**config.mk**
```make
export PLATFORM = sky130hd
export DESIGN_NAME = tli_front
export DESIGN_NICKNAME = d
export VERILOG_FILES = /design/src/design/tli_pkg.sv /design/src/design/tli_front.sv
export SDC_FILE = /design/constraint.sdc
export NUM_CORES = 1
export LEC_CHECK = 0
export ABC_AREA = 1
export BUFFER_PORTS_ARGS = -buffer_cell sky130_fd_sc_hd__buf_2
export CORE_MARGIN = 3
export CORE_UTILIZATION = 50
export DETAILED_ROUTE_END_ITERATION = 6
export MAX_ROUTING_LAYER = met4
export PLACE_DENSITY = 0.84
export REMOVE_ABC_BUFFERS = 1
export SYNTH_ARGS = -nofsm -noshare
export SYNTH_HDL_FRONTEND = slang
export SYNTH_SLANG_ARGS = --single-unit
export TNS_END_PERCENT = 30
```
**constraint.sdc**
```tcl
create_clock -name clk_i -period 14.99 [get_ports clk_i]
set_input_delay 2.998 -clock clk_i [delete_from_list [all_inputs] [get_ports clk_i]]
set_output_delay 2.998 -clock clk_i [all_outputs]
set_load 0.03 [all_outputs]
```
**src/design/tli_pkg.sv**
```systemverilog
// shared types and constants for the table interpolator
// no dependencies
package tli_pkg;
  localparam int unsigned DataW = 32;
  localparam int unsigned SlotW = 8;
  localparam int unsigned CountW = 9;
  localparam logic ReqWrite = 1'b0;
  localparam logic ReqQuery = 1'b1;

  typedef struct packed {
    logic              req_type;
    logic [SlotW-1:0]  entry_index;
    logic [DataW-1:0]  entry_x;
    logic [DataW-1:0]  entry_f;
    logic [DataW-1:0]  entry_df;
    logic [DataW-1:0]  query_x;
  } req_t;

  typedef struct packed {
    logic [DataW-1:0] interp_f;
    logic [DataW-1:0] interp_df;
    logic [SlotW-1:0] upper_slot;
    logic             below_range;
    logic             above_range;
    logic             saturated;
    logic             is_write_ack;
  } rsp_t;

  // queue entry handed from front to back
  typedef struct packed {
    logic             is_write;
    logic [SlotW-1:0] entry_index;
    logic [DataW-1:0] entry_x;
    logic [DataW-1:0] entry_f;
    logic [DataW-1:0] entry_df;
    logic [DataW-1:0] query_x;
  } cmd_t;
endpackage

```
**src/design/tli_front.sv**
```systemverilog
// front part: accepts transactions and queues them for the back part
// depends on tli_pkg
module tli_front (
  input  logic          clk_i,
  input  logic          rst_ni,
  input  logic          req_valid_i,
  output logic          req_ready_o,
  input  tli_pkg::req_t req_i,
  output logic          cmd_valid_o,
  input  logic          cmd_ready_i,
  output tli_pkg::cmd_t cmd_o
);
  import tli_pkg::*;
  // two-entry queue
  cmd_t        mem_q [2];
  logic        wp_q, rp_q;
  logic [1:0]  cnt_q;
  logic        push, pop;
  cmd_t        cmd;

  assign req_ready_o = (cnt_q != 2'd2);
  assign push = req_valid_i && req_ready_o;
  assign cmd_valid_o = (cnt_q != 2'd0);
  assign pop = cmd_valid_o && cmd_ready_i;
  assign cmd_o = mem_q[rp_q];

  always_comb begin
    cmd.is_write    = (req_i.req_type == ReqWrite);
    cmd.entry_index = req_i.entry_index;
    cmd.entry_x     = req_i.entry_x;
    cmd.entry_f     = req_i.entry_f;
    cmd.entry_df    = req_i.entry_df;
    cmd.query_x     = req_i.query_x;
  end

  always_ff @(posedge clk_i) begin
    if (push) begin
      mem_q[wp_q] <= cmd;
    end
  end

  always_ff @(posedge clk_i or negedge rst_ni) begin
    if (!rst_ni) begin
      wp_q <= 1'b0;
      rp_q <= 1'b0;
      cnt_q <= 2'd0;
    end else begin
      if (push) wp_q <= ~wp_q;
      if (pop) rp_q <= ~rp_q;
      cnt_q <= cnt_q + {1'b0, push} - {1'b0, pop};
    end
  end
endmodule

```
==> key figures <==
Outcome
  • Status: completed

Route
  • WL final: 20.99 mm
  • DR iter-0 viols: 386
  • Drt wl/cell: about 16 microns
  • Via-to-Cell Ratio: approximately 4.8
  • DR vias: between 6000 and 7000
  • Drt pass-1 iters: 5
  • ANT nets after route: 0
  • Drt drc: 0

Synthesis
  • Synth top area share: 0.8081
  • Cells after Synth: approximately 750
  • Synthesized flop and latch total: ~280
  • Synth cell types: 11
  • Post-Synthesis Cell Area: approximately 10000 sq um
  • Ranking of synthesized cells by area: edfxtp_1 81%, nand2_1 16%, dfrtp_1 0.98%, buf_4 0.96%, buf_2 0.79%
  • Seq/Total Area, Yosys: 0.8179
  • Syn Area/Cell: roughly 14 sq um
  • Synth warn: 0
  • Area leader, netlist: edfxtp_1

Finish
  • Layout cell share with drive strength beyond 1: 0.3114
  • Area Growth Syn to Fin: 24.04%
  • Final net count: 1174
  • Post-layout util: 0.6405

Placement
  • Placed wire-length estimate: 13.37 mm
  • Routability cong.: roughly 0.74
  • IO buf count: roughly 280

Timing
  • Slew Limit Fails: 0
  • Sum Neg Setup Slack: 0 ns
  • Least-Margin Pin Slew: 0.9705 ns
  • Fin Clk Skew: between 0.009 and 0.01 ns
  • Tmin final: ~6 ns
  • Fin. Hold Viols: 0
  • Period utilization: 0.4113
  • Setup-failing EPs final: 0
  • Rel. slew slack: 0.3530
  • Fmax: 162.2 MHz
  • RSZ-0062 raised after global routing: false

Clocking
  • Post-CTS Resized: 0
  • Clock Latency Late Sink: about 0.51 ns
  • Clock sinks: around 280
  • Post-CTS setup buffers: 0
  • Clock buffer depth: 3
  • Hold buffers post-CTS: 0
  • CTS clk-pin slew, worst paths: roughly 0.06 ns
  • H-tree Lvls: 1
  • CTS buffer count: 27
  • Root Buffer: clkbuf_16
  • CTS tree: built

Worst hold path
  • Class of the worst hold path: reg -> reg
  • Hold path cells: 2
  • Worst Hold Launch: wp_q
  • Worst Hold End: wp_q

Die
  • Cell row count: slightly above 50
  • Die footprint: ~22000 sq um
  • Die width: around 150 microns
  • Starting Density: 0.5164
  • I/O pins: 280
  • Core area: 19720 sq um
  • DIE HEIGHT: about 150 microns

Setup path
  • Crit path largest cell delay: slightly below 0.8 ns
  • CP cell instances: inv_4, buf_4, nand2_1, nand2_1, buf_2
  • Crit. End Element: primary output
  • Worst EP arrival: 3.17 ns
  • Slowest CP cell: buf_4
  • CP Launch Type: flop
  • WP data required: around 12 ns
  • CP Class: reg -> out
  • Worst path bufs/invs: 3
  • Reg2reg start: cnt_q[0]
  • Maximum fanout along the worst path: between 80 and 90
  • CP dominant cell by count: nand2_1
  • Reg-to-reg slack, setup: between 10 and 15 ns
  • R2R cell count: 5
  • R2r endpoint: mem_q[0][1]
  • Critical path's top delay family: buffers and inverters

Global routing
  • Largest net degree at the start of global routing: 90
  • Initial antenna violation count: 4
  • Gr ovfl total: 0
  • First-pass GRT wire length: between 30 and 40 mm
  • Vias in the first global route: a little over 6000
  • Overall Global Routing Usage: 0.1883

Power
  • Pwr/cell area: around 220 nW/um^2
  • Leak: ~0.0055 uW
  • VDD IR-drop max: between 0.0001 and 0.00015 V

Flow run
  • Max cap viols: 0
[worst min-delay path, stage by stage, from the launching register on]
cell	delay (ns)
dfrtp_1	0.34
nand2_1	0.06
nand2_1	0.05
[synthesized netlist by cell type, drive strengths merged]
cell    number
inv         10
buf         29
ha           2
nor2         1
dfrtp        4
nand3        3
nand2      424
edfxtp     274
clkbuf       1
[layout make-up]
| class | count | area (sq um) |
|---|---|---|
| sequential | 278 | 8332 |
| fill | 1441 | 7088 |
| multi-input combinational | 430 | 1643 |
| timing repair buffer | 284 | 1434 |
| clock buffer | 39 | 760.7 |
| tap | 265 | 331.6 |
| clock inverter | 9 | 73.82 |
| inverter | 10 | 45.04 |
| antenna | 4 | 10.01 |
[layer usage]
layer | part of all wire | up-vias | global-route usage
met3 | 0.074 | 42 | 0.03809
met5 | 0 | - | -
met2 | 0.52 | 259 | 0.3246
li1 | - | 3094 | -
met1 | 0.38 | 2999 | 0.2277
met4 | 0.026 | 0 | 0.05358
[kinds of logic (layout without fill, tap and decap cells)]
group / Yosys count / after routing / share of synthesized area
AND/OR/NAND/NOR: 428 / 428 / 0.1581
flip-flops: 278 / 278 / 0.8179
buffers and inverters: 40 / 342 / 0.02150
adder cells (fa/ha/maj): 2 / 2 / 0.002457
other: 0 / 4 / 0
[sequential cells by signal (all words and copies together), names as in the netlist]
name / flops
cnt_q: 2
mem_q: 274
rp_q: 1
wp_q: 1
[how the worst max path moves through the flow]
stage | from | end | slack [ns] | depth (start not counted)
6_report | rp_q | cmd_o[63] | 8.82 | 5
5_1_grt | rp_q | cmd_o[63] | 8.57 | 5
4_1_cts | rp_q | cmd_o[118] | 8.78 | 5
3_5_place_dp | rp_q | cmd_o[118] | 9.32 | 5
3_3_place_gp | rp_q | cmd_o[40] | 9.36 | 5
2_1_floorplan | req_valid_i | mem_q[1][0] | 5.57 | 2
[per-stage QoR]
step / power (uW) / hold slack, ns / cell area (sq um) / instances / worst slack (ns)
global placement: 2178 / 0.4535 / 11790 / 1267 / 9.355
global route: 2949 / 0.5282 / 12630 / 1319 / 8.570
CTS: 2834 / 0.4851 / 12620 / 1315 / 8.778
finish: 2804 / 0.4795 / 12630 / 1319 / 8.825
detailed placement: 2199 / 0.4710 / 11790 / 1267 / 9.320
floorplan: 1889 / 0.4419 / 10000 / 718 / 5.568
[report_power, final]
part           total [uW]  leakage (uW)  internal (uW)  switching (uW)
Clock                 631      0.000407            368             263
Sequential           1130       0.00260           1060            69.4
Combinational        1040       0.00246            243             798
[cells in the final DEF, fill, tap and decap left out]
cell type   count
buf_4           5
inv_1           8
diode_2         4
nand2_1       424
ha_1            2
bufinv_16       1
clkinv_1        1
clkinvlp_4      2
edfxtp_1      274
inv_6           1
buf_2         279
inv_4           1
dfrtp_1         3
clkbuf_16      27
clkbuf_8        4
nand3_1         3
nor2_4          1
clkbuf_1        8
dfrtp_4         1
clkinv_2        5
Note: power is estimated with default switching activity, not from simulation.
